`src/hdl/sha256_pkg.sv`:
```
// ----------------------------------------------------------------------------
// SHA-256 hasher package
// Shared payload types, queue parameters, initial hash values, round constants and a rotate helper.
// ----------------------------------------------------------------------------
`default_nettype none

package sha256_pkg;

    typedef struct packed {
        logic [7:0] data_byte;
        logic       byte_present;
        logic       last_byte;
    } in_item_t;

    typedef struct packed {
        logic [31:0] digest_word;
        logic [2:0]  word_index;
        logic        last_word;
    } out_item_t;

    // queue entry between front and back
    typedef struct packed {
        logic [7:0] data_byte;
        logic       byte_present;
        logic       last_byte;
    } cmd_t;

    localparam int QUEUE_DEPTH = 4;
    localparam int QUEUE_AW    = 2;

    function automatic logic [31:0] init_hash(input logic [2:0] idx);
        logic [31:0] r;
        unique case (idx)
            3'd0: r = 32'h6a09e667;
            3'd1: r = 32'hbb67ae85;
            3'd2: r = 32'h3c6ef372;
            3'd3: r = 32'ha54ff53a;
            3'd4: r = 32'h510e527f;
            3'd5: r = 32'h9b05688c;
            3'd6: r = 32'h1f83d9ab;
            3'd7: r = 32'h5be0cd19;
            default: r = 32'h0;
        endcase
        return r;
    endfunction

    localparam logic [31:0] ROUND_K [64] = '{
        32'h428a2f98, 32'h71374491, 32'hb5c0fbcf, 32'he9b5dba5,
        32'h3956c25b, 32'h59f111f1, 32'h923f82a4, 32'hab1c5ed5,
        32'hd807aa98, 32'h12835b01, 32'h243185be, 32'h550c7dc3,
        32'h72be5d74, 32'h80deb1fe, 32'h9bdc06a7, 32'hc19bf174,
        32'he49b69c1, 32'hefbe4786, 32'h0fc19dc6, 32'h240ca1cc,
        32'h2de92c6f, 32'h4a7484aa, 32'h5cb0a9dc, 32'h76f988da,
        32'h983e5152, 32'ha831c66d, 32'hb00327c8, 32'hbf597fc7,
        32'hc6e00bf3, 32'hd5a79147, 32'h06ca6351, 32'h14292967,
        32'h27b70a85, 32'h2e1b2138, 32'h4d2c6dfc, 32'h53380d13,
        32'h650a7354, 32'h766a0abb, 32'h81c2c92e, 32'h92722c85,
        32'ha2bfe8a1, 32'ha81a664b, 32'hc24b8b70, 32'hc76c51a3,
        32'hd192e819, 32'hd6990624, 32'hf40e3585, 32'h106aa070,
        32'h19a4c116, 32'h1e376c08, 32'h2748774c, 32'h34b0bcb5,
        32'h391c0cb3, 32'h4ed8aa4a, 32'h5b9cca4f, 32'h682e6ff3,
        32'h748f82ee, 32'h78a5636f, 32'h84c87814, 32'h8cc70208,
        32'h90befffa, 32'ha4506ceb, 32'hbef9a3f7, 32'hc67178f2
    };

    localparam logic [7:0] PAD_BYTE = 8'h80;

    function automatic logic [31:0] ror32(input logic [31:0] x, input int n);
        return (x >> n) | (x << (32 - n));
    endfunction

endpackage

`default_nettype wire

```
`src/hdl/sha256_message_hasher.sv`:
```
// ----------------------------------------------------------------------------
// SHA-256 message hasher
// Byte-stream SHA-256 with padding and eight-word digest output.
// ----------------------------------------------------------------------------
//  channel | direction | payload              | handshake
//  in      | input     | in_data  (in_item_t)  | in_valid / in_stall
//  out     | output    | out_data (out_item_t) | out_valid / out_stall
//
//  The back end takes one byte per cycle while idle; the 64th byte of a block
//  starts a compression: the schedule load, the rounds and the add step.
//  An ending transaction adds its padding bytes, one or two
//  compressions and eight digest words. Reset returns the hash to its initial
//  values and empties the queue. Either side may stall without loss; the
//  queue holds up to four items.
// ----------------------------------------------------------------------------
`default_nettype none

module sha256_message_hasher (
    input  wire logic                  clk,
    input  wire logic                  rst_n,
    input  wire logic                  in_valid,
    output logic                       in_stall,
    input  wire sha256_pkg::in_item_t  in_data,
    output logic                       out_valid,
    input  wire logic                  out_stall,
    output sha256_pkg::out_item_t      out_data
);
    import sha256_pkg::*;

    logic cmd_valid, cmd_take;
    cmd_t cmd;

    sha256_front u_front (
        .clk(clk), .rst_n(rst_n), .in_valid(in_valid), .in_stall(in_stall),
        .in_data(in_data), .cmd_valid(cmd_valid), .cmd_take(cmd_take), .cmd(cmd)
    );

    sha256_core u_core (
        .clk(clk), .rst_n(rst_n), .cmd_valid(cmd_valid), .cmd_take(cmd_take),
        .cmd(cmd), .out_valid(out_valid), .out_stall(out_stall), .out_data(out_data)
    );

endmodule

`default_nettype wire

```
`src/hdl/sha256_front.sv`:
```
// ----------------------------------------------------------------------------
// SHA-256 front end
// Accepts input transactions and queues those that carry a byte or end a message.
// ----------------------------------------------------------------------------
`default_nettype none

module sha256_front (
    input  wire logic                 clk,
    input  wire logic                 rst_n,
    input  wire logic                 in_valid,
    output logic                      in_stall,
    input  wire sha256_pkg::in_item_t in_data,
    output logic                      cmd_valid,
    input  wire logic                 cmd_take,
    output sha256_pkg::cmd_t          cmd
);
    import sha256_pkg::*;

    cmd_t                mem [QUEUE_DEPTH];
    logic [QUEUE_AW:0]   count_reg, count_next;
    logic [QUEUE_AW-1:0] wr_ptr_reg, rd_ptr_reg;
    logic                push, pop;

    // drop idle transactions at the door: they change nothing
    assign in_stall  = (count_reg == QUEUE_AW'(0) + (QUEUE_AW+1)'(QUEUE_DEPTH));
    assign push      = in_valid && !in_stall && (in_data.byte_present || in_data.last_byte);
    assign pop       = cmd_valid && cmd_take;
    assign cmd_valid = (count_reg != '0);
    assign cmd       = mem[rd_ptr_reg];

    always_comb
    begin
        count_next = count_reg + (QUEUE_AW+1)'(push) - (QUEUE_AW+1)'(pop);
    end

    // store queue entries
    always_ff @(posedge clk)
    begin
        if (push)
        begin
            mem[wr_ptr_reg] <= '{data_byte: in_data.data_byte,
                                 byte_present: in_data.byte_present,
                                 last_byte: in_data.last_byte};
        end
    end

    // advance pointers
    always_ff @(posedge clk or negedge rst_n)
    begin
        if (!rst_n)
        begin
            count_reg  <= '0;
            wr_ptr_reg <= '0;
            rd_ptr_reg <= '0;
        end
        else
        begin
            count_reg <= count_next;
            if (push)
                wr_ptr_reg <= wr_ptr_reg + 1'b1;
            if (pop)
                rd_ptr_reg <= rd_ptr_reg + 1'b1;
        end
    end

    a_no_overflow: assert property (@(posedge clk) disable iff (!rst_n)
        count_reg <= (QUEUE_AW+1)'(QUEUE_DEPTH)) else $error("queue overflow");
    a_count_track: assert property (@(posedge clk) disable iff (!rst_n)
        (push && !pop) |=> count_reg == $past(count_reg) + 1'b1)
        else $error("queue count mismatch");
    a_pop_nonempty: assert property (@(posedge clk) disable iff (!rst_n)
        pop |-> count_reg != '0) else $error("pop from empty queue");

endmodule

`default_nettype wire

```
`src/hdl/sha256_core.sv`:
```
// ----------------------------------------------------------------------------
// SHA-256 back end
// Fills the block buffer, pads, runs one round per cycle and emits the digest.
// ----------------------------------------------------------------------------
`default_nettype none

module sha256_core (
    input  wire logic                  clk,
    input  wire logic                  rst_n,
    input  wire logic                  cmd_valid,
    output logic                       cmd_take,
    input  wire sha256_pkg::cmd_t      cmd,
    output logic                       out_valid,
    input  wire logic                  out_stall,
    output sha256_pkg::out_item_t      out_data
);
    import sha256_pkg::*;

    typedef enum logic [2:0] {
        S_IDLE, S_PAD, S_LOAD, S_ROUND, S_ADD, S_EMIT
    } state_t;

    state_t          state_reg;
    logic [31:0]     hash_reg [8];
    logic [31:0]     v_reg [8];
    logic [31:0]     w_reg [16];
    logic [3:0][7:0] blk [16];       // block buffer, one big-endian word per entry
    logic [63:0]     bits_reg;
    logic [5:0]      pos_reg;
    logic [5:0]      rnd_reg;
    logic [3:0]      ld_reg;
    logic            final_reg;
    logic            mark_reg;       // 0x80 marker still to be written
    logic            after_reg;      // marker landed past byte 55: no length in this block
    logic [2:0]      widx_reg;
    logic            out_valid_reg;
    logic [31:0]     out_word_reg;

    logic [31:0]  t1, t2, s0, s1, w_new, wt;
    logic [7:0]   pad_byte;
    logic [7:0]   wr_byte;
    logic         wr_en;

    // round datapath
    always_comb
    begin
        wt = w_reg[0];
        t1 = v_reg[7] + (ror32(v_reg[4], 6) ^ ror32(v_reg[4], 11) ^ ror32(v_reg[4], 25))
           + ((v_reg[4] & v_reg[5]) ^ (~v_reg[4] & v_reg[6])) + ROUND_K[rnd_reg] + wt;
        t2 = (ror32(v_reg[0], 2) ^ ror32(v_reg[0], 13) ^ ror32(v_reg[0], 22))
           + ((v_reg[0] & v_reg[1]) ^ (v_reg[0] & v_reg[2]) ^ (v_reg[1] & v_reg[2]));
        s0 = ror32(w_reg[1], 7) ^ ror32(w_reg[1], 18) ^ (w_reg[1] >> 3);
        s1 = ror32(w_reg[14], 17) ^ ror32(w_reg[14], 19) ^ (w_reg[14] >> 10);
        w_new = s1 + w_reg[9] + s0 + w_reg[0];
    end

    // padding byte at the current fill position: zero or a length byte
    always_comb
    begin
        if (pos_reg[5:3] == 3'b111 && !after_reg)
            pad_byte = bits_reg[{~pos_reg[2:0], 3'b111} -: 8];
        else
            pad_byte = 8'h00;
    end

    // pick the byte for the block buffer: message byte, marker or padding
    always_comb
    begin
        wr_en = (cmd_take && cmd.byte_present) || (state_reg == S_PAD);
        if (cmd_take && cmd.byte_present)
            wr_byte = cmd.data_byte;
        else if (mark_reg)
            wr_byte = PAD_BYTE;
        else
            wr_byte = pad_byte;
    end

    assign cmd_take  = (state_reg == S_IDLE) && cmd_valid;
    assign out_valid = out_valid_reg;
    assign out_data  = '{digest_word: out_word_reg, word_index: widx_reg,
                         last_word: (widx_reg == 3'd7)};

    // block buffer writes and message schedule
    always_ff @(posedge clk)
    begin
        if (wr_en)
            blk[pos_reg[5:2]][~pos_reg[1:0]] <= wr_byte;
        if (state_reg == S_LOAD)
            w_reg[ld_reg] <= blk[ld_reg];
        else if (state_reg == S_ROUND)
        begin
            for (int i = 0; i < 15; i++)
                w_reg[i] <= w_reg[i + 1];
            w_reg[15] <= w_new;
        end
    end

    // control and hash state
    always_ff @(posedge clk or negedge rst_n)
    begin
        if (!rst_n)
        begin
            state_reg     <= S_IDLE;
            bits_reg      <= '0;
            pos_reg       <= '0;
            rnd_reg       <= '0;
            ld_reg        <= '0;
            final_reg     <= 1'b0;
            mark_reg      <= 1'b0;
            after_reg     <= 1'b0;
            widx_reg      <= '0;
            out_valid_reg <= 1'b0;
            out_word_reg  <= '0;
            for (int i = 0; i < 8; i++)
            begin
                hash_reg[i] <= init_hash(3'(i));
                v_reg[i]    <= '0;
            end
        end
        else
        begin
            unique case (state_reg)
                S_IDLE:
                begin
                    if (cmd_take)
                    begin
                        final_reg <= cmd.last_byte;
                        mark_reg  <= cmd.last_byte;
                        after_reg <= 1'b0;
                        if (cmd.byte_present)
                        begin
                            bits_reg <= bits_reg + 64'd8;
                            pos_reg  <= pos_reg + 6'd1;
                            if (pos_reg == 6'd63)
                            begin
                                // full block: compress, then pad if ending
                                ld_reg    <= '0;
                                state_reg <= S_LOAD;
                            end
                            else if (cmd.last_byte)
                                state_reg <= S_PAD;
                        end
                        else if (cmd.last_byte)
                            state_reg <= S_PAD;
                    end
                end
                S_PAD:
                begin
                    // write marker first, then zeros and length up to block end
                    mark_reg <= 1'b0;
                    if (mark_reg && pos_reg[5:3] == 3'b111)
                        after_reg <= 1'b1;
                    pos_reg <= pos_reg + 6'd1;
                    if (pos_reg == 6'd63)
                    begin
                        ld_reg    <= '0;
                        state_reg <= S_LOAD;
                    end
                end
                S_LOAD:
                begin
                    ld_reg <= ld_reg + 4'd1;
                    if (ld_reg == 4'd15)
                    begin
                        rnd_reg   <= '0;
                        state_reg <= S_ROUND;
                        for (int i = 0; i < 8; i++)
                            v_reg[i] <= hash_reg[i];
                    end
                end
                S_ROUND:
                begin
                    v_reg[7] <= v_reg[6]; v_reg[6] <= v_reg[5];
                    v_reg[5] <= v_reg[4]; v_reg[4] <= v_reg[3] + t1;
                    v_reg[3] <= v_reg[2]; v_reg[2] <= v_reg[1];
                    v_reg[1] <= v_reg[0]; v_reg[0] <= t1 + t2;
                    rnd_reg  <= rnd_reg + 6'd1;
                    if (rnd_reg == 6'd63)
                        state_reg <= S_ADD;
                end
                S_ADD:
                begin
                    for (int i = 0; i < 8; i++)
                        hash_reg[i] <= hash_reg[i] + v_reg[i];
                    pos_reg <= '0;
                    if (!final_reg)
                        state_reg <= S_IDLE;
                    else if (mark_reg || after_reg)
                    begin
                        // another padding block remains
                        after_reg <= 1'b0;
                        state_reg <= S_PAD;
                    end
                    else
                    begin
                        widx_reg  <= '0;
                        state_reg <= S_EMIT;
                    end
                end
                S_EMIT:
                begin
                    if (!out_valid_reg || !out_stall)
                    begin
                        if (out_valid_reg && widx_reg == 3'd7)
                        begin
                            out_valid_reg <= 1'b0;
                            final_reg     <= 1'b0;
                            bits_reg      <= '0;
                            for (int i = 0; i < 8; i++)
                                hash_reg[i] <= init_hash(3'(i));
                            state_reg <= S_IDLE;
                        end
                        else
                        begin
                            if (out_valid_reg)
                                widx_reg <= widx_reg + 3'd1;
                            out_word_reg  <= hash_reg[out_valid_reg ? widx_reg + 3'd1
                                                                    : widx_reg];
                            out_valid_reg <= 1'b1;
                        end
                    end
                end
                default: state_reg <= S_IDLE;
            endcase
        end
    end

    a_take_idle: assert property (@(posedge clk) disable iff (!rst_n)
        cmd_take |-> state_reg == S_IDLE) else $error("take outside idle");
    a_out_hold: assert property (@(posedge clk) disable iff (!rst_n)
        (out_valid && out_stall) |=> out_valid && $stable(out_word_reg))
        else $error("result dropped under stall");
    a_emit_only: assert property (@(posedge clk) disable iff (!rst_n)
        out_valid |-> state_reg == S_EMIT) else $error("result outside emit");

endmodule

`default_nettype wire
```
`config.mk`:
```
export PLATFORM = sky130hd
export DESIGN_NAME = sha256_message_hasher
export DESIGN_NICKNAME = d
export VERILOG_FILES = /design/src/hdl/sha256_pkg.sv /design/src/hdl/sha256_message_hasher.sv /design/src/hdl/sha256_front.sv /design/src/hdl/sha256_core.sv
export SDC_FILE = /design/constraint.sdc
export NUM_CORES = 2
export LEC_CHECK = 0
export BUFFER_PORTS_ARGS = -buffer_cell sky130_fd_sc_hd__buf_4
export CAP_MARGIN = 20
export CORE_MARGIN = 10
export CORE_UTILIZATION = 34
export CTS_CLUSTER_SIZE = 24
export DETAILED_ROUTE_END_ITERATION = 10
export PLACE_DENSITY = 0.6
export SLEW_MARGIN = 25
export SYNTH_ARGS = -nofsm -noshare
export SYNTH_HDL_FRONTEND = slang
export SYNTH_SLANG_ARGS = --single-unit
```
`constraint.sdc`:
```
create_clock -name clk -period 7.7 [get_ports clk]
set_input_delay 1.155 -clock clk [delete_from_list [all_inputs] [get_ports clk]]
set_output_delay 1.155 -clock clk [all_outputs]
set_load 0.01 [all_outputs]
```
==> out/qor.yml <==
drc: 0
grt-ovfl-total: 0
cts.hold.buffers_added: 0
cp.buffers_inverters: 5
worst_path_largest_cell_delay_ns: 0.59
violated_checks: "setup timing"
layout-drive-gt1-share_pct: 16.9
synth_top_flop_cell: "sky130_fd_sc_hd__edfxtp_1"
critical_path.top_delay_family: "adder cells"
synth_area_leader_cell: "sky130_fd_sc_hd__edfxtp_1"
placed_cell_area_um2: 106000
worst-endpoint-required_ns: 8.44
timing.final.setup_violations: 8
netlist_top_cells_area: "sky130_fd_sc_hd__edfxtp_1, sky130_fd_sc_hd__dfrtp_1, sky130_fd_sc_hd__ha_1"
antenna_found_initial: 10
cts_root_buffer: "sky130_fd_sc_hd__clkbuf_16"
antenna_left: 0
wire_length_of_the_first_global_routing_pass_mm: 483
dr_total_vias: 73881
io_buffer_count: 51
min_path_type: "input pin to asynchronous set/reset pin"
worstSetupEndpointType: "register"
min_period_ns: 8.13
final.setup_skew_ns: 0.0973
insertion_delay_ns: 0.91
worst_ep_arrival_time_ns: 8.87
chipWidth_um: 555
post_synth_most_frequent_cells: "sky130_fd_sc_hd__nand2_1, sky130_fd_sc_hd__edfxtp_1, sky130_fd_sc_hd__nor2_1, sky130_fd_sc_hd__a21o_1, sky130_fd_sc_hd__a21oi_1"
floorplan.rows: 196
use_met2_pct: 32.1
crit_type: "register to register"
tightestPinTransition_ns: 1.23
cts_tree: "yes"
avgRoutedWirePerCell_um: 24.5
syn_to_final_growth_pct: 16.8
number_of_synthesized_flops_with_an_enable_pin: 1064
first_global_vias: 72966
met3_usage_pct: 3.16
worst_rel_slew_slack_pct: 17.1
synth_nets: 9594
die_h_um: 555
cts_buffer_depth: 4
netlist-cell-type-count: 90
io_pins: 52
slew_violations: 0
core_area_um2: 285000
grt_max_degree: 219
first_pass_iters: 9
unrepaired_setup_endpoints_after_global_routing: "true"
globalRouteTotalUtil_pct: 20.2
post-route-util_pct: 39.9
timing.final.hold_violations: 0
floorplan.die_area_um2: 309000
setup_total_negative_slack_ns: -1.57
gate_count_after_technology_mapping: 8973
global_route.usage.met1_pct: 27.7
top_usage_layer: "met2"
tritoncts.num_buffers: 192
synth_sequential_area_ratio_pct: 49.3
fmaxAchievable_ghz: 0.123
route.final.wire_length_mm: 324
run_status: "finished with violations"
synthDominantCellAreaShare_pct: 32.8
yosysWarnings: 0
detail_route.iter0.violations: 7010
start_kind: "register"
cap_violations: 0
fin_ws_ns: -0.427
crit_fanout: 9
post-dp-hpwl_mm: 228
slowest_stage: "sky130_fd_sc_hd__fa_1"
synth.avg_cell_area_um2: 10.9
synth_area_um2: 97500
cp_common_cell: "sky130_fd_sc_hd__fa_1"
drt-vias-per-instance: 5.58
finalWeightedCongestion: 0.951
yosys_register_bits: 1702
clk_transition_reported_paths_ns: 0.06
final_net_count: 9947
min_period_over_period_pct: 106
start_util_pct: 34.2
async_s_r_ff_share_synth_pct: 37.5
ctsHtreeMaxLevel: 4
synthMostInstantiatedCell: "sky130_fd_sc_hd__nand2_1"
clock_sink_count: 1702
design_area_um2: 114000
[repair_timing]
item                                   CTS  global route
setup buffers                           32            27
setup endpoints to repair               37            32
gates cloned                             0             0
endpoints found under the hold margin    0             0
pin swaps                               65           105
gates resized for setup                170           154
[layout make-up]
type	instances	area [um^2]
Multi-Input combinational cell	6396	47700
Timing Repair Buffer	708	5750
Fill cell	27144	171000
Sequential cell	1702	48100
Clock inverter	108	1220
Antenna cell	4	10.0
Tap cell	3762	4710
Inverter	326	1240
Clock buffer	235	5130
[stage by stage]
stage	setup WS [ns]	hold slack (ns)	std cells
after global routing	-0.892	0.366	13237
after floorplan	0.0341	0.462	8973
after CTS	-0.310	0.331	13208
after global placement	-1.26	0.462	12837
final	-0.427	0.320	13241
after detailed placement	-1.39	0.476	12838
[worst reg2reg max path: cells and delay by family, from the launching register on]
family | cells | cell delay, ns
compound gates | 11 | 2.42
xor+xnor | 1 | 0.17
fa+ha+maj | 6 | 2.50
buf+inv | 5 | 0.66
simple gates | 12 | 1.85
flops | 1 | 0.43
[kinds of logic (layout without fill, tap and decap cells)]
kind of cell / Yosys count / in the layout / synth area share [%]
AOI/OAI and AO/OA: 2447 / 2447 / 16.5
xor gates and xnor gates: 591 / 591 / 5.31
adders and majority gates: 633 / 633 / 9.57
buffers and inverters: 875 / 1377 / 3.38
DFF: 1702 / 1702 / 49.3
muxes: 237 / 237 / 4.80
other: 0 / 4 / 0
and+or+nand+nor: 2488 / 2488 / 11.1
[layout by cell type (no fill, tap or decap), types with 29 or more instances in the layout]
cell / synthesis / layout
sky130_fd_sc_hd__edfxtp_1: 1064 / 1064
sky130_fd_sc_hd__nor2b_1: 51 / 47
sky130_fd_sc_hd__o21a_1: 61 / 61
sky130_fd_sc_hd__buf_6: 0 / 34
sky130_fd_sc_hd__clkinv_1: 5 / 29
sky130_fd_sc_hd__dfrtp_1: 502 / 494
sky130_fd_sc_hd__xnor2_1: 365 / 353
sky130_fd_sc_hd__nor2_1: 710 / 692
sky130_fd_sc_hd__o211ai_1: 43 / 43
sky130_fd_sc_hd__nand4_1: 37 / 37
sky130_fd_sc_hd__dfstp_2: 136 / 136
sky130_fd_sc_hd__inv_1: 320 / 315
sky130_fd_sc_hd__nor3_1: 89 / 75
sky130_fd_sc_hd__ha_1: 411 / 382
sky130_fd_sc_hd__clkinv_2: 0 / 33
sky130_fd_sc_hd__mux2i_1: 47 / 45
sky130_fd_sc_hd__a211oi_1: 60 / 52
sky130_fd_sc_hd__fa_1: 196 / 191
sky130_fd_sc_hd__o21bai_1: 54 / 54
sky130_fd_sc_hd__or3_1: 47 / 43
sky130_fd_sc_hd__clkbuf_1: 496 / 31
sky130_fd_sc_hd__and3_1: 84 / 81
sky130_fd_sc_hd__nand2_1: 1081 / 1069
sky130_fd_sc_hd__a21oi_1: 506 / 479
sky130_fd_sc_hd__clkbuf_16: 0 / 196
sky130_fd_sc_hd__o22ai_1: 49 / 42
sky130_fd_sc_hd__a21o_1: 634 / 634
sky130_fd_sc_hd__buf_4: 0 / 649
sky130_fd_sc_hd__xor2_1: 226 / 222
sky130_fd_sc_hd__and2_1: 59 / 58
sky130_fd_sc_hd__mux4_2: 184 / 184
sky130_fd_sc_hd__o31ai_1: 39 / 35
sky130_fd_sc_hd__a311oi_1: 50 / 36
sky130_fd_sc_hd__nand3_1: 189 / 187
sky130_fd_sc_hd__o21ai_0: 426 / 379
sky130_fd_sc_hd__nand2b_1: 66 / 65
sky130_fd_sc_hd__a31oi_1: 281 / 279
[metal layers]
layer  routed length (um)  vias up
met2               148000     2554
met1               139000    37437
met5                   55        -
met3                21100      602
met4                15200        8
li1                     -    33280
[worst paths after layout]
path	slack (ns)	start	depth (start not counted)	endpoint
max	-0.43	u_core.rnd_reg[1]$_DFFE_PN0P_	35	u_core.v_reg[254]$_DFFE_PN0P_
min	0.32	rst_n	1	u_core.hash_reg[38]$_DFFE_PN0P_
max reg2reg	-0.43	u_core.rnd_reg[1]$_DFFE_PN0P_	35	u_core.v_reg[254]$_DFFE_PN0P_
min reg2reg	0.48	u_core.out_word_reg[12]$_DFFE_PN0P_	2	u_core.out_word_reg[12]$_DFFE_PN0P_
max in group asynchronous	5.83	rst_n	2	u_core.ld_reg[0]$_DFFE_PN0P_
min in group clk	0.48	in_data[3]	1	u_front.mem[3][3]$_DFFE_PP_
Power is not shown: default switching activity piles up to over one toggle a cycle in this logic, so the estimate is an artifact.
